## src/hw/rtl/atfm_pkg.sv

```systemverilog
`timescale 1ns / 1ps
// ----------------------------------------------------------------------------
// atfm_pkg - shared types and constants for the amplifier thermal/fault monitor
// Item and result structs, state record, command and mode codes, tier tables.
// ----------------------------------------------------------------------------
package atfm_pkg;

	// Timer periods, in millisecond ticks
	localparam logic [7:0] THERMAL_PERIOD = 8'd250;
	localparam logic [7:0] FAULT_PERIOD   = 8'd200;
	localparam logic [9:0] SECOND_TICKS   = 10'd1000;

	// Command codes
	localparam logic [1:0] FUNC_TICK    = 2'd0;
	localparam logic [1:0] FUNC_AMP_ON  = 2'd1;
	localparam logic [1:0] FUNC_AMP_OFF = 2'd2;
	localparam logic [1:0] FUNC_LED     = 2'd3;

	// LED modes
	localparam logic [2:0] LED_OFF        = 3'd0;
	localparam logic [2:0] LED_ON         = 3'd1;
	localparam logic [2:0] LED_SLOW       = 3'd2;
	localparam logic [2:0] LED_FAST       = 3'd3;
	localparam logic [2:0] LED_LONG_BLINK = 3'd4;

	localparam logic [9:0] LED_SLOW_TICKS = 10'd500;
	localparam logic [9:0] LED_FAST_TICKS = 10'd100;
	localparam logic [9:0] LED_LONG_TICKS = 10'd1000;
	localparam logic [9:0] LED_ELAPSED_MAX = 10'd1023;

	// Governor tiers
	localparam logic [1:0] TIER_NORMAL   = 2'd0;
	localparam logic [1:0] TIER_WARM     = 2'd1;
	localparam logic [1:0] TIER_THROTTLE = 2'd2;
	localparam logic [1:0] TIER_CRITICAL = 2'd3;

	// Temperature handling, Q8.4
	localparam logic [11:0] TEMP_VALID_LIMIT = 12'd2080;  // 130 degC
	localparam logic [12:0] WARM_MARGIN      = 13'd160;   // 10 degC
	localparam logic [21:0] FILT_OLD_WEIGHT  = 22'd870;
	localparam logic [21:0] FILT_NEW_WEIGHT  = 22'd154;
	localparam logic [21:0] FILT_ROUND       = 22'd512;

	localparam logic [15:0] FAULT_COUNT_MAX = 16'hFFFF;

	// Configuration register indexes
	localparam logic [1:0] CFG_GOV_ENABLE   = 2'd0;
	localparam logic [1:0] CFG_THROTTLE     = 2'd1;
	localparam logic [1:0] CFG_CRITICAL     = 2'd2;

	localparam logic        GOV_ENABLE_RST  = 1'b1;
	localparam logic [11:0] THROTTLE_RST    = 12'd1200;
	localparam logic [11:0] CRITICAL_RST    = 12'd1360;

	typedef struct packed {
		logic [1:0]  func;
		logic [11:0] temp_sample;
		logic        fault_pin;
		logic [2:0]  led_mode_req;
	} item_t;

	typedef struct packed {
		logic               amp_enabled;
		logic               fault_flag;
		logic [15:0]        fault_total;
		logic               led_level;
		logic [2:0]         led_mode_now;
		logic [1:0]         governor_tier;
		logic [15:0]        gain_q15;
		logic signed [3:0]  attenuation_db;
		logic               governor_active;
		logic [11:0]        temp_average;
		logic [31:0]        uptime_seconds;
	} result_t;

	typedef struct packed {
		logic        governor_enable;
		logic [11:0] throttle_temp;
		logic [11:0] critical_temp;
	} cfg_t;

	typedef struct packed {
		logic [11:0] filtered_temp;
		logic        temp_loaded;
		logic [1:0]  tier;
		logic        active;
		logic        amp_on;
		logic        fault_seen;
		logic [15:0] fault_counter;
		logic [2:0]  led_mode;
		logic        led_toggle;
		logic        led_pin;
		logic [9:0]  led_elapsed;
		logic [7:0]  thermal_elapsed;
		logic [7:0]  fault_elapsed;
		logic [9:0]  ms_elapsed;
		logic [31:0] seconds_count;
	} state_t;

	function automatic logic [15:0] tier_gain(input logic [1:0] tier);
		logic [15:0] g;
		case (tier)
			TIER_NORMAL:   g = 16'd32768;
			TIER_WARM:     g = 16'd29196;
			TIER_THROTTLE: g = 16'd23200;
			TIER_CRITICAL: g = 16'd16417;
			default:       g = 16'd32768;
		endcase
		return g;
	endfunction

	function automatic logic signed [3:0] tier_atten(input logic [1:0] tier);
		logic signed [3:0] a;
		case (tier)
			TIER_NORMAL:   a = 4'sd0;
			TIER_WARM:     a = -4'sd1;
			TIER_THROTTLE: a = -4'sd3;
			TIER_CRITICAL: a = -4'sd6;
			default:       a = 4'sd0;
		endcase
		return a;
	endfunction

	function automatic logic [9:0] led_interval(input logic [2:0] mode);
		logic [9:0] n;
		case (mode)
			LED_FAST:       n = LED_FAST_TICKS;
			LED_LONG_BLINK: n = LED_LONG_TICKS;
			default:        n = LED_SLOW_TICKS;
		endcase
		return n;
	endfunction

endpackage

```

## src/hw/rtl/atfm_update.sv

```systemverilog
`timescale 1ns / 1ps
// ----------------------------------------------------------------------------
// atfm_update - next-state and result logic for one command
// Tick handling (LED, uptime, thermal governor, fault poll) and the commands.
// ----------------------------------------------------------------------------
module atfm_update (
	input  atfm_pkg::state_t  st,
	input  atfm_pkg::cfg_t    cfg,
	input  atfm_pkg::item_t   item,
	output atfm_pkg::state_t  st_next,
	output atfm_pkg::result_t result
);

	logic        sample_ok;
	logic [21:0] filt_acc;
	logic [9:0]  interval;

	assign sample_ok = (item.temp_sample != 12'd0) &&
		(item.temp_sample < atfm_pkg::TEMP_VALID_LIMIT);

	assign filt_acc = atfm_pkg::FILT_OLD_WEIGHT * {10'd0, st.filtered_temp}
		+ atfm_pkg::FILT_NEW_WEIGHT * {10'd0, item.temp_sample}
		+ atfm_pkg::FILT_ROUND;

	assign interval = atfm_pkg::led_interval(st.led_mode);

	always_comb begin
		st_next = st;
		case (item.func)
			atfm_pkg::FUNC_TICK: begin
				// LED first, on the mode held before this tick
				if (st.led_elapsed != atfm_pkg::LED_ELAPSED_MAX)
					st_next.led_elapsed = st.led_elapsed + 10'd1;
				if (st.led_mode == atfm_pkg::LED_OFF) begin
					st_next.led_pin = 1'b0;
				end else if (st.led_mode == atfm_pkg::LED_ON) begin
					st_next.led_pin = 1'b1;
				end else if (st_next.led_elapsed >= interval) begin
					st_next.led_elapsed = 10'd0;
					st_next.led_toggle = ~st.led_toggle;
					st_next.led_pin = ~st.led_toggle;
				end

				if (st.ms_elapsed >= atfm_pkg::SECOND_TICKS - 10'd1) begin
					st_next.ms_elapsed = 10'd0;
					st_next.seconds_count = st.seconds_count + 32'd1;
				end else begin
					st_next.ms_elapsed = st.ms_elapsed + 10'd1;
				end

				if (st.thermal_elapsed >= atfm_pkg::THERMAL_PERIOD - 8'd1) begin
					st_next.thermal_elapsed = 8'd0;
					if (sample_ok) begin
						st_next.temp_loaded = 1'b1;
						st_next.filtered_temp = st.temp_loaded ? filt_acc[21:10]
							: item.temp_sample;
					end
					st_next.active = cfg.governor_enable;
					if (!cfg.governor_enable) begin
						st_next.tier = atfm_pkg::TIER_NORMAL;
					end else if (st_next.filtered_temp >= cfg.critical_temp) begin
						st_next.tier = atfm_pkg::TIER_CRITICAL;
						st_next.led_mode = atfm_pkg::LED_FAST;
					end else if (st_next.filtered_temp >= cfg.throttle_temp) begin
						st_next.tier = atfm_pkg::TIER_THROTTLE;
					// avg >= throttle - 160, tested as avg + 160 >= throttle so it cannot go negative
					end else if ({1'b0, st_next.filtered_temp} + atfm_pkg::WARM_MARGIN
						>= {1'b0, cfg.throttle_temp}) begin
						st_next.tier = atfm_pkg::TIER_WARM;
					end else begin
						st_next.tier = atfm_pkg::TIER_NORMAL;
					end
				end else begin
					st_next.thermal_elapsed = st.thermal_elapsed + 8'd1;
				end

				if (st.fault_elapsed >= atfm_pkg::FAULT_PERIOD - 8'd1) begin
					st_next.fault_elapsed = 8'd0;
					if (!item.fault_pin) begin
						if (!st.fault_seen) begin
							st_next.fault_seen = 1'b1;
							if (st.fault_counter != atfm_pkg::FAULT_COUNT_MAX)
								st_next.fault_counter = st.fault_counter + 16'd1;
							st_next.amp_on = 1'b0;
							st_next.led_mode = atfm_pkg::LED_FAST;
						end
					end else if (st.fault_seen) begin
						st_next.fault_seen = 1'b0;
						st_next.amp_on = 1'b1;
						st_next.led_mode = atfm_pkg::LED_ON;
					end
				end else begin
					st_next.fault_elapsed = st.fault_elapsed + 8'd1;
				end
			end
			atfm_pkg::FUNC_AMP_ON: begin
				if (!item.fault_pin) begin
					st_next.fault_seen = 1'b1;
					st_next.led_mode = atfm_pkg::LED_FAST;
				end else begin
					st_next.amp_on = 1'b1;
					st_next.fault_seen = 1'b0;
				end
			end
			atfm_pkg::FUNC_AMP_OFF: begin
				st_next.amp_on = 1'b0;
			end
			atfm_pkg::FUNC_LED: begin
				if (item.led_mode_req <= atfm_pkg::LED_LONG_BLINK)
					st_next.led_mode = item.led_mode_req;
			end
			default: begin
				st_next = st;
			end
		endcase
	end

	always_comb begin
		result.amp_enabled     = st_next.amp_on;
		result.fault_flag      = st_next.fault_seen;
		result.fault_total     = st_next.fault_counter;
		result.led_level       = st_next.led_pin;
		result.led_mode_now    = st_next.led_mode;
		result.governor_tier   = st_next.tier;
		result.gain_q15        = atfm_pkg::tier_gain(st_next.tier);
		result.attenuation_db  = atfm_pkg::tier_atten(st_next.tier);
		result.governor_active = st_next.active;
		result.temp_average    = st_next.filtered_temp;
		result.uptime_seconds  = st_next.seconds_count;
	end

endmodule

```

## src/hw/rtl/amp_thermal_fault_monitor.sv

```systemverilog
`timescale 1ns / 1ps
// ----------------------------------------------------------------------------
// amp_thermal_fault_monitor - amplifier thermal governor and fault monitor
// Millisecond ticks drive LED blink, uptime, temperature averaging with tiered
// gain reduction, and fault-line polling; commands control amp and LED.
// ----------------------------------------------------------------------------
//  channel   signals                               direction
//  item      item_valid, item_stall, item          in  (stall driven out)
//  result    result_valid, result_stall, result    out (stall driven in)
//  cfg       cfg_valid, cfg_ready, cfg_index/data  in  (ready always high)
//
// One item per cycle while item_stall is low. An item is held in the input register, where the
// state update and result are computed; the result is then registered in the output
// register, from which it transfers. Result stall holds the output register and backs
// up into item_stall only when the output is full. Reset clears all state and loads
// the register defaults; no clearing pass.
// ----------------------------------------------------------------------------
module amp_thermal_fault_monitor (
	input  logic               clk,
	input  logic               arst_n,
	input  logic               item_valid,
	output logic               item_stall,
	input  atfm_pkg::item_t    item,
	output logic               result_valid,
	input  logic               result_stall,
	output atfm_pkg::result_t  result,
	input  logic               cfg_valid,
	output logic               cfg_ready,
	input  logic [1:0]         cfg_index,
	input  logic [11:0]        cfg_data
);

	logic               valid_s1;
	atfm_pkg::item_t    item_s1;
	atfm_pkg::state_t   state_q;
	atfm_pkg::state_t   state_next;
	atfm_pkg::cfg_t     cfg_q;
	atfm_pkg::result_t  result_next;
	atfm_pkg::result_t  result_q;
	logic               result_valid_q;
	logic               advance;

	assign advance    = !result_valid_q || !result_stall;
	assign item_stall = valid_s1 && !advance;
	assign cfg_ready  = 1'b1;

	assign result_valid = result_valid_q;
	assign result       = result_q;

	always_ff @(posedge clk or negedge arst_n) begin
		if (!arst_n) begin
			valid_s1 <= 1'b0;
		end else if (!item_stall) begin
			valid_s1 <= item_valid;
		end
	end

	always_ff @(posedge clk) begin
		if (item_valid && !item_stall)
			item_s1 <= item;
	end

	always_ff @(posedge clk or negedge arst_n) begin
		if (!arst_n) begin
			cfg_q.governor_enable <= atfm_pkg::GOV_ENABLE_RST;
			cfg_q.throttle_temp   <= atfm_pkg::THROTTLE_RST;
			cfg_q.critical_temp   <= atfm_pkg::CRITICAL_RST;
		end else if (cfg_valid && cfg_ready) begin
			case (cfg_index)
				atfm_pkg::CFG_GOV_ENABLE: cfg_q.governor_enable <= cfg_data[0];
				atfm_pkg::CFG_THROTTLE:   cfg_q.throttle_temp   <= cfg_data;
				atfm_pkg::CFG_CRITICAL:   cfg_q.critical_temp   <= cfg_data;
				default:                  cfg_q <= cfg_q;
			endcase
		end
	end

	atfm_update u_update (
		.st      (state_q),
		.cfg     (cfg_q),
		.item    (item_s1),
		.st_next (state_next),
		.result  (result_next)
	);

	always_ff @(posedge clk or negedge arst_n) begin
		if (!arst_n) begin
			state_q        <= '0;
			result_valid_q <= 1'b0;
		end else if (advance) begin
			result_valid_q <= valid_s1;
			if (valid_s1)
				state_q <= state_next;
		end
	end

	always_ff @(posedge clk) begin
		if (advance && valid_s1)
			result_q <= result_next;
	end

endmodule
```

## config.mk

```make
export PLATFORM = sky130hd
export DESIGN_NAME = amp_thermal_fault_monitor
export DESIGN_NICKNAME = d
export VERILOG_FILES = /design/src/hw/rtl/atfm_pkg.sv /design/src/hw/rtl/atfm_update.sv /design/src/hw/rtl/amp_thermal_fault_monitor.sv
export SDC_FILE = /design/constraint.sdc
export NUM_CORES = 1
export LEC_CHECK = 0
export CORE_ASPECT_RATIO = 0.5
export CORE_UTILIZATION = 50
export DETAILED_ROUTE_END_ITERATION = 8
export DONT_BUFFER_PORTS = 1
export HOLD_SLACK_MARGIN = 0.15
export PLACE_DENSITY = 0.67
export SLEW_MARGIN = 15
export SYNTH_ARGS = -nofsm -noshare
export SYNTH_HDL_FRONTEND = slang
export SYNTH_HIERARCHICAL = 1
export SYNTH_SLANG_ARGS = --single-unit
```

## constraint.sdc

```tcl
create_clock -name clk -period 8.52 [get_ports clk]
set_input_delay 0.852 -clock clk [delete_from_list [all_inputs] [get_ports clk]]
set_output_delay 0.852 -clock clk [all_outputs]
set_load 0.01 [all_outputs]
```

Word level (Yosys, flattened, before mapping)
Cells that the tools add are included.
{"block": "totals", "register_bits": 241, "output_inout_bits": 92, "input_bits": 37}
{"block": "classes", "n_reduce_logical": 21, "bitwise_logic": 3, "n_eq_ne": 14, "n_mul": 2, "n_lt_le_gt_ge": 9, "n_addsub": 9, "n_mux": 44}
{"operator": "$mux W16", "n": 5}
{"operator": "$mux W69", "n": 1}
{"operator": "$pmux W16 S4", "n": 1}
{"operator": "$mux W10", "n": 5}
{"operator": "$mux W21", "n": 2}
{"operator": "$mux W13", "n": 3}
{"operator": "$add A32 B1 Y32 const B", "n": 1}
{"operator": "$mux W32", "n": 1}
{"operator": "$ge A12 B12 Y1", "n": 2}
{"operator": "$mux W12", "n": 2}
{"operator": "$add A22 B10 Y22 const B", "n": 1}
{"operator": "$add A22 B20 Y22", "n": 1}
{"operator": "$mul A9 B12 Y21 const A", "n": 1}
{"operator": "$mux W3", "n": 7}
{"operator": "$add A10 B1 Y10 const B", "n": 2}
{"operator": "$pmux W10 S2", "n": 1}
{"operator": "$mul A7 B12 Y19 const A", "n": 1}
{"operator": "$add A16 B1 Y16 const B", "n": 1}
{"operator": "$add A8 B1 Y8 const B", "n": 2}
{"operator": "$ge A8 B8 Y1 const B", "n": 2}
{"operator": "$mux W8", "n": 2}
{"operator": "$ne A16 B16 Y1 const B", "n": 1}
{"operator": "$pmux W4 S4", "n": 1}
{"operator": "$add A12 B8 Y13 const B", "n": 1}
{"operator": "28 further kinds", "n": 55}

Logic depth before layout (Yosys ltp)
Gate-level depths: netlist of the first run.
{"block": "depth", "ltp_word": 17, "ltp_mapped": 38, "ltp_nobuf": 38}

Hierarchy
The synthesis of the first run kept the hierarchy.
{"module": "atfm_update", "area_each_um2": 9176.3, "cells_each": 1251, "instances": 1, "seq_area_each_um2": 0.0}
{"module": "amp_thermal_fault_monitor", "area_each_um2": 8331.7, "cells_each": 398, "instances": 1, "seq_area_each_um2": 6577.6}

Worst setup path after synthesis of the first run
No wires, ideal clock.
{"block": "synth_timing", "path_type": "reg2reg", "start": "reg state_q[96] (netlist bit)", "end": "reg result_q, in the netlist result[47] (data pin)", "stages_incl_launch_ff": 33, "period_less_slack_ns": 8.259, "arrival_time_ns": 8.008, "n_path_buf": 1, "path_slack_ns": 0.261, "setup_ns": 0.251, "cell_sequence": "dfrtp_1 > ha_1 > xor2_1 > ha_1 > or2_2 > fa_1 > inv_1 > fa_1 > inv_1 > ha_1 > or3_1 > o31ai_1 > o21ai_0 > xor2_1 > ha_1 > ha_1 > and4_1 > and2_1 > a31oi_1 > a31oi_1 > or3_4 > a311oi_4 > nor2_2 > ha_1 > or4_1 > nand3_1 > a21oi_1 > a221oi_1 > o211ai_1 > nand4b_1 > o211a_1 > ha_1 > buf_4"}
{"element": "start: declaration", "line": "amp_thermal_fault_monitor.sv:35", "source": "atfm_pkg::state_t state_q;"}
{"element": "start signal: assignment", "line": "amp_thermal_fault_monitor.sv:93", "source": "state_q <= state_next;"}
{"element": "end signal: assignment", "line": "amp_thermal_fault_monitor.sv:99", "source": "result_q <= result_next;"}
{"element": "end: declaration", "line": "amp_thermal_fault_monitor.sv:39", "source": "atfm_pkg::result_t result_q;"}

==> reports/qor.txt, run 1 <==
Worst-Margin Slew - 994.9 ps
die area - 35810 um^2
Layout area overhead - 7.668%
GR Overflow Total - 0
CP dominant cell by count - ha_1
maxcap violations - 0
Yosys reg bits - 241
CP Data Arrival Time - 8470 ps
Final Util - 54.68%
Final Hold Slack - 287.4 ps
most common cell after layout, fill and taps aside - inv_1
CP required - 8800 ps
leakage - 8.872 nW
Final WS setup - 335.7 ps
final period utilization - 96.06%
sequential share of the synthesized area - 37.57%
FF-to-FF setup slack - 340 ps
initial core utilization - 50.79%
Critical-path top delay cell - fa_1
minimum clock period - 8184 ps
R2R cell count - 30
CP max stage delay - 550 ps
Max Slew Vio Count - 0
CP top delay family - adder cells
FMAX - 0.1222 GHz
Buf/Inv on CP - 3
kind of critical path - flop to flop
die height - 134.3 um
DRC viols - 0
Post-Place Cells - 2037
Post-Layout Cell Count - 2100
CP endpoint kind - flop
First DRT Iteration DRCs - 678
fillers - 2980
routed vias - 11530
Final Setup Violations - 0
largest net degree at the start of global routing - 197
area of the mapped netlist - 17510 um^2
Post-synth ARST share - 55.60%
power per cell area - 200.4 nW/um^2
gr usage total - 20.64%
Final nets - 1887
HPWL Detailed - 27.31 mm
Final Hold Viols - 0
synth unique cells - 82
RD Place Congestion - 0.8969
number of flops mapped to enable cells by yosys - 107
DRT Wirelength - 37.46 mm
clk buf depth - 3
via density per instance - 5.490
row cnt - 48
CTS Root Cell - clkbuf_16
critical path fanouts, max - 5
worst hold path type - input port to asynchronous set/reset pin
TritonCTS clock tree - built
Ys Warns - 6
core area - 34470 um^2
vias in the first global route - 11450
CTS H-tree lvls - 1
first-pass GRT wire length - 58.81 mm
post-route ant nets - 0
VDD IR max - 0.0001466 V
PortBufs - 0
Pwr Total - 0.003778 W
area of the multi-input gates - 9741 um^2
max_slew headroom - 33.17%
worst reg2reg path endpoint - result[45]$_DFFE_PP_
wire length per cell - 17.84 um
Worst setup SP type - flop
FF/Latch Area - 6589 um^2
CTS buffer count - 24
Die W - 266.6 um
syn avg cell area - 10.62 um^2
Post-synth top flop - dfrtp_1
Top-Level Pins - 129
clock sink total - 241
Worst Setup SP - state_q[102]$_DFFE_PN0P_
Post-Synthesis Cells - 1649
Antenna Cells - 0
final setup skew - 20.35 ps
layout cells sized above 1 - 18.40%
commonest non-fill, non-tap cells in the layout - 185 x inv_1, 178 x ha_1, 119 x mux2_2, 119 x nand2_1, 116 x dfrtp_1
initial antenna violation count - 0
Clock transition at path regs - 70 ps
DRT Pass-1 Iters - 7
setup slack after placement - -180.2 ps
Critical R2R Launch - state_q[102]$_DFFE_PN0P_
outcome - finished clean
Worst-Skew Late Latency - 560 ps
-- per-stage QoR --
stage               TNS, ps  instance area [um^2]
detailed placement   -617.6                 17510
CTS                       0                 18380
floorplan                 0                 17520
global placement     -119.5                 17510
global route         -275.6                 18850
finish                    0                 18850
-- cell usage after synthesis (7+ instances only) --
cell type / instances / area share, %
a31oi_1: 16 / 0.57
nand4_1: 22 / 0.79
nand2b_1: 7 / 0.25
and2_1: 14 / 0.50
nand2_1: 120 / 2.6
a21oi_1: 49 / 1.4
o211ai_1: 9 / 0.39
o21ai_0: 63 / 1.8
and3_1: 19 / 0.68
a21o_1: 26 / 1.1
xnor2_1: 57 / 2.9
nor3_1: 19 / 0.54
mux2_2: 119 / 7.7
nand3_1: 37 / 1.1
dfrtp_1: 125 / 18
or3_1: 8 / 0.29
mux2i_1: 7 / 0.40
o31ai_1: 8 / 0.34
clkbuf_1: 19 / 0.41
fa_1: 48 / 5.5
nor2b_1: 10 / 0.36
nor2_1: 82 / 1.8
dfstp_2: 9 / 1.4
inv_1: 189 / 4.1
xor2_1: 37 / 1.9
buf_4: 91 / 3.9
edfxtp_1: 107 / 18
a22o_1: 7 / 0.35
ha_1: 195 / 14
mux2_4: 19 / 1.6
-- cell type report --
cell class	count	share of cell area, %
clock buffer	35	3.677
clock inverter	9	0.6969
inverter	189	3.763
multi-input combinational	1106	51.67
sequential	241	34.95
tap	475	3.153
timing repair buffer	45	2.084
-- power breakdown --
| group | total [W] | switching (W) | leakage, nW | internal [W] |
|---|---|---|---|---|
| Sequential | 0.00144 | 0.000111 | 2.82 | 0.00133 |
| Clock | 0.00111 | 0.000479 | 0.394 | 0.000634 |
| Combinational | 0.00122 | 0.000661 | 5.66 | 0.000561 |
| Total | 0.00378 | 0.00125 | 8.87 | 0.00253 |
-- metal layers --
metal  part of all wire (%)  track usage, %
met4                    2.1           4.757
met5                      0               0
met1                     43           25.48
met2                     52           37.96
met3                    3.0           3.103
-- worst max-delay path by stage --
stage                                       to  slack [ps]  cells after the start
after global placement    result[54]$_DFFE_PP_        -100                     35
after floorplan           result[47]$_DFFE_PP_         260                     32
final                     result[45]$_DFFE_PP_         340                     30
after CTS                 result[54]$_DFFE_PP_           9                     33
after global routing      result[54]$_DFFE_PP_         -60                     36
after detailed placement  result[54]$_DFFE_PP_        -180                     35
-- kinds of logic after synthesis --
family	synth area share (%)
XOR/XNOR	4.702
flip-flops	37.57
multiplexers	9.748
AND/OR/NAND/NOR	10.56
adder cells (fa/ha/maj)	19.42
other	0.04289
AO/OA/AOI/OAI	9.212
buffers and inverters	8.740
-- sequential cells by signal, indices dropped and copies added, names as in the netlist --
| register | flops |
|---|---|
| cfg_q | 25 |
| item_s1 | 18 |
| result | 89 |
| result_valid | 1 |
| state_q | 107 |
| valid_s1 | 1 |
-- repair_timing --
item,4_1_cts,5_1_grt
setup buffers,0,16
resized for setup,4,61
endpoints found under the setup margin,13,25
hold buffers,2,0
hold endpoints to repair,128,0
pin swaps,0,23
Power figures use the tool's default switching activity.
==> run 2: changes to the inputs <==
--- a/config.mk
+++ b/config.mk
@@ -7,2 +7,3 @@
 export LEC_CHECK = 0
+export ABC_AREA = 1
 export CORE_ASPECT_RATIO = 0.5
==> constraint.sdc (replaced) <==
create_clock -name clk -period 8.52 [get_ports clk]
set_input_delay 0.426 -clock clk [delete_from_list [all_inputs] [get_ports clk]]
set_output_delay 0.426 -clock clk [all_outputs]
set_load 0.01 [all_outputs]
==> reports/qor.txt, run 2 <==
First DRT Iteration DRCs - 998
Worst Setup SP - state_q[103]$_DFFE_PN0P_
Final Setup Violations - 0
clk buf depth - 3
Yosys reg bits - 241
Worst-Margin Slew - 1122 ps
row cnt - 49
Critical-path top delay cell - fa_1
post-route ant nets - 0
Final WS setup - 471.4 ps
gr usage total - 22.73%
setup slack after placement - 250.7 ps
Clock transition at path regs - 70 ps
worst hold path type - input port to flop
sequential share of power - 37.7%
Final nets - 2521
Final Hold Viols - 0
GR Overflow Total - 0
area of the mapped netlist - 18570 um^2
Net Sw Power - 0.001378 W
area leader, netlist - edfxtp_1
Critical R2R Launch - state_q[103]$_DFFE_PN0P_
Synth top cells by count - 564 x nand2_1, 379 x inv_1, 195 x ha_1, 194 x nand3_1, 125 x dfrtp_1
critical path fanouts, max - 5
Post-synth ARST share - 55.60%
CP max stage delay - 560 ps
layout cells sized above 1 - 5.224%
worst reg2reg path endpoint - result[61]$_DFFE_PP_
PortBufs - 0
Max Slew Vio Count - 0
Ys Warns - 6
CTS Root Cell - clkbuf_16
Post-Synthesis Cells - 2290
initial core utilization - 51.26%
Pwr Total - 0.003737 W
max FFs per register - 107
via density per instance - 5.225
kind of critical path - flop to flop
RD Place Congestion - 0.9212
sequential share of the synthesized area - 35.41%
DRT Wirelength - 43.03 mm
count leader, synth - nand2_1
met3 Use GR - 2.414%
first-pass GRT wire length - 70.50 mm
wire length per cell - 15.69 um
max_slew headroom - 25.17%
top cell type's share of synthesized area - 17.30%
commonest non-fill, non-tap cells in the layout - 561 x nand2_1, 376 x inv_1, 194 x nand3_1, 191 x ha_1, 121 x dfrtp_1
CTS H-tree lvls - 1
Die W - 274.6 um
number of flops mapped to enable cells by yosys - 107
maxcap violations - 0
Top-Level Pins - 129
initial antenna violation count - 0
CP Data Arrival Time - 8310 ps
CTS buffer count - 24
largest net degree at the start of global routing - 135
R2R cell count - 38
busiest grt layer - met2
Pint - 0.002359 W
final setup skew - 35.62 ps
Area after DPL - 18300 um^2
Post-Layout Cell Count - 2743
FMAX - 0.1242 GHz
CP dominant cell by count - nand2_1
Critical Path End - result[61]$_DFFE_PP_
Post-synth top flop - dfrtp_1
Worst setup SP type - flop
Clock Power Share - 28.8%
Worst-Skew Late Latency - 560 ps
syn avg cell area - 8.110 um^2
minimum clock period - 8049 ps
VDD IR max - 0.0001400 V
Net Sw Frac - 36.88%
CP endpoint kind - flop
DRT Pass-1 Iters - 5
HPWL Detailed - 30.54 mm
core area - 36230 um^2
post-route cell area - 19720 um^2
Logic pwr share - 33.5%
grt met1 use - 30.94%
most common cell after layout, fill and taps aside - nand2_1
DRC viols - 0
die height - 138.3 um
Layout area overhead - 6.184%
clock sink total - 241
Final Util - 54.43%
vias in the first global route - 13760
CP required - 8780 ps
final period utilization - 94.47%
Largest Register - state_q
dominant cells by area after synthesis - edfxtp_1 17%, dfrtp_1 17%, ha_1 13%, nand2_1 11%, inv_1 7.7%
M2 GR Usage - 39.39%
FF-to-FF setup slack - 470 ps
outcome - finished clean
synth unique cells - 55
routed vias - 14330
power per cell area - 189.5 nW/um^2
leakage - 10.22 nW
die area - 37970 um^2
TritonCTS clock tree - built
Post-Place Cells - 2645
Antenna Cells - 0
[run 2: cell types whose count changed after synthesis, sizes merged, moves of 34 or more]
| cell | change |
|---|---|
| inv | +191 |
| nand2 | +446 |
| xnor2 | -34 |
| mux2 | -139 |
| a21oi | +45 |
| nand3 | +161 |
[run 2: cells by family after synthesis]
logic type	Yosys count	synth area share [%]
simple gates	990	23.21
xor+xnor	82	3.867
other cells	2	0.04044
compound gates	210	6.326
flops	241	35.41
fa+ha+maj	243	18.31
buf+inv	522	12.83
[run 2: final cells by class]
| cell class | count | area (um^2) |
|---|---|---|
| clock buffers | 28 | 625.6 |
| fillers | 3362 | 16510 |
| flip-flops and latches | 241 | 6585 |
| well taps | 484 | 605.6 |
| clock inverters | 16 | 163.9 |
| inverters | 383 | 1439 |
| multi-input cells | 1531 | 9722 |
| repair buffers | 60 | 580.6 |
[run 2: what timing repair did]
item / CTS / global route
hold buffers: 45 / 0
hold endpoints to repair: 179 / 0
setup buffers: 0 / 9
endpoints found under the setup margin: 0 / 19
resized for setup: 0 / 27
[run 2: worst max-delay path: cells and delay by family, from the launching register on]
family	cells	cell delay, ps
compound gates	11	2200
xor+xnor	2	360
fa+ha+maj	9	3410
buf+inv	4	340
flops	1	450
simple gates	12	1000
[run 2: worst min path at each step]
stage	depth (start not counted)	end	startpoint
6_report	3	cfg_q[22]$_DFFE_PN1P_	cfg_index[1]
5_1_grt	3	cfg_q[22]$_DFFE_PN1P_	cfg_index[1]
4_1_cts	3	cfg_q[22]$_DFFE_PN1P_	cfg_index[1]
3_5_place_dp	0	state_q[30]$_DFFE_PN0P_	arst_n
3_3_place_gp	0	state_q[30]$_DFFE_PN0P_	arst_n
2_1_floorplan	0	cfg_q[0]$_DFFE_PN0P_	arst_n
[run 2: metrics by stage]
step,hold slack [ps],setup TNS [ps]
floorplan,130.4,0
global placement,142.3,0
detailed placement,142.0,0
CTS,204.6,0
global route,259.5,-17.91
finish,222.7,0
[run 2: per-layer routing]
layer	routed length, um	vias to the layer above
li1	-	7228
met1	20090	6791
met2	20790	261
met3	1426	52
met4	717	0
met5	0	-
[run 2: power groups by stage]
stage	Combinational (W)	Clock (W)	Sequential, W
detailed placement	0.00117	0	0.00143
CTS	0.00121	0.00110	0.00141
floorplan	0.000932	0	0.00141
finish	0.00125	0.00108	0.00141
global placement	0.00117	0	0.00143
global route	0.00143	0.00114	0.00142
==> run 3: changes to the inputs <==
CELL_PAD_IN_SITES_DETAIL_PLACEMENT = 1   (was default)
CELL_PAD_IN_SITES_GLOBAL_PLACEMENT = 2   (was default)
CORE_UTILIZATION = 36   (was 50)
PLACE_DENSITY = 0.77   (was 0.67)
==> reports/qor.txt, run 3 (synthesized netlist as in run 2, its figures left out) <==
outcome - finished clean
die area - 52560 um^2
minimum clock period - 8017 ps
layout cells sized above 1 - 6.327%
via density per instance - 4.898
Post-Place Cells - 2859
CP dominant cell by count - nand2_1
final period utilization - 94.10%
DRT Pass-1 Iters - 4
GR Overflow Total - 0
RD Place Congestion - 0.8250
CTS H-tree lvls - 1
commonest non-fill, non-tap cells in the layout - 558 x nand2_1, 376 x inv_1, 193 x nand3_1, 190 x ha_1, 120 x dfrtp_1
hold path start - cfg_index[1]
Final Hold Slack - 305.2 ps
initial core utilization - 36.72%
final setup skew - 12.68 ps
Largest Register - state_q
largest net degree at the start of global routing - 135
worst hold path type - input port to flop
FF-to-FF setup slack - 500 ps
core area - 50580 um^2
initial antenna violation count - 0
Clock transition at path regs - 70 ps
critical path fanouts, max - 5
most common cell after layout, fill and taps aside - nand2_1
clock sink total - 241
Critical R2R Launch - state_q[95]$_DFFE_PN0P_
max_slew headroom - 37.13%
CP max stage delay - 530 ps
PortBufs - 0
Pwr Total - 0.003872 W
Post-Layout Cell Count - 2966
TritonCTS clock tree - built
Final Util - 39.99%
Hold Path Sink - cfg_q[21]$_DFFE_PN0P_
Worst setup SP type - flop
post-route ant nets - 0
CP required - 8780 ps
R2R cell count - 47
Final Hold Viols - 0
Final Setup Violations - 0
Worst Hold Depth - 3
power per cell area - 191.5 nW/um^2
CP endpoint kind - flop
Critical-path top delay cell - fa_1
DRC viols - 0
Antenna Cells - 0
maxcap violations - 0
Area after DPL - 18620 um^2
Layout area overhead - 8.899%
vias in the first global route - 15340
kind of critical path - flop to flop
CTS buffer count - 25
max FFs per register - 107
FMAX - 0.1247 GHz
gr usage total - 19.37%
Final nets - 2538
CTS Root Cell - clkbuf_16
leakage - 10.30 nW
post-route cell area - 20230 um^2
VDD IR max - 0.0001546 V
Worst-Skew Late Latency - 540 ps
Max Slew Vio Count - 0
routed vias - 14530
row cnt - 58
Worst Setup SP - state_q[95]$_DFFE_PN0P_
wire length per cell - 17.07 um
Worst-Margin Slew - 943.1 ps
clk buf depth - 3
first-pass GRT wire length - 82.34 mm
First DRT Iteration DRCs - 648
DRT Wirelength - 50.62 mm
CP Data Arrival Time - 8280 ps
die height - 162.6 um
Die W - 323.2 um
worst reg2reg path endpoint - result[47]$_DFFE_PP_
HPWL Detailed - 37.21 mm
Top-Level Pins - 129
==> run 3: changes by cell type in the layout (fill, tap and decap cells not counted), moves of 2 or more <==
cell | previous run | this run
nand2_1 | 561 | 558
clkinv_2 | 7 | 4
nor2_1 | 103 | 99
clkinvlp_4 | 1 | 3
a21oi_2 | 4 | 6
nand2_2 | 3 | 5
a21oi_1 | 91 | 89
clkinv_1 | 4 | 7
buf_4 | 15 | 29
bufinv_16 | 2 | 4
nor2_2 | 5 | 9
dlygate4sd3_1 | 44 | 46
==> run 3: layout make-up <==
| cell class | count | area (um^2) |
|---|---|---|
| clock buffer | 28 | 636.9 |
| clock inverter | 17 | 195.2 |
| fill | 6104 | 30360 |
| inverter | 383 | 1440 |
| multi-input combinational | 1531 | 9798 |
| sequential | 241 | 6586 |
| tap | 690 | 863.3 |
| timing repair buffer | 76 | 705.7 |
==> run 3: power by group <==
group / internal, W / switching (W)
Sequential: 0.00132 / 0.0000953
Combinational: 0.000461 / 0.000854
Clock: 0.000661 / 0.000482
==> run 3: what timing repair did <==
item	4_1_cts	5_1_grt
hold buffers	47	0
pin swaps	0	8
endpoints found under the hold margin	178	0
buffers inserted	0	15
gates resized for setup	5	42
setup endpoints to repair	14	19
==> run 3: worst max path at each step <==
stage                                       to  slack [ps]  depth (start not counted)
after floorplan           result[47]$_DFFE_PP_        1210                         46
after global placement    result[54]$_DFFE_PP_         -80                         50
after detailed placement  result[63]$_DFFE_PP_        -170                         48
after CTS                 result[63]$_DFFE_PP_          10                         46
after global routing      result[54]$_DFFE_PP_         -30                         50
final                     result[47]$_DFFE_PP_         500                         47
==> run 3: per-layer routing <==
layer  routed length, um  up-vias  GRT usage, %
met3                1015       55         1.853
li1                    -     7235             -
met2               25050      139         34.94
met4                1030        0         4.136
met1               23520     7099         25.08
met5                   0        -             0
==> run 3: worst max-delay path, delay by kind of cell, from the launching register on <==
kind            cells  cell delay (ps)
fa+ha+maj           9             3110
compound gates      9             1260
flops               1              440
buf+inv             5              480
simple gates       22             2200
xor+xnor            2              260
==> run 3: per-stage QoR <==
step / setup slack (ps) / TNS [ps]
3_3_place_gp: -79.60 / -362.3
4_1_cts: 14.38 / 0
3_5_place_dp: -169.3 / -1478
5_1_grt: -33.15 / -33.15
6_report: 502.6 / 0
2_1_floorplan: 1214 / 0
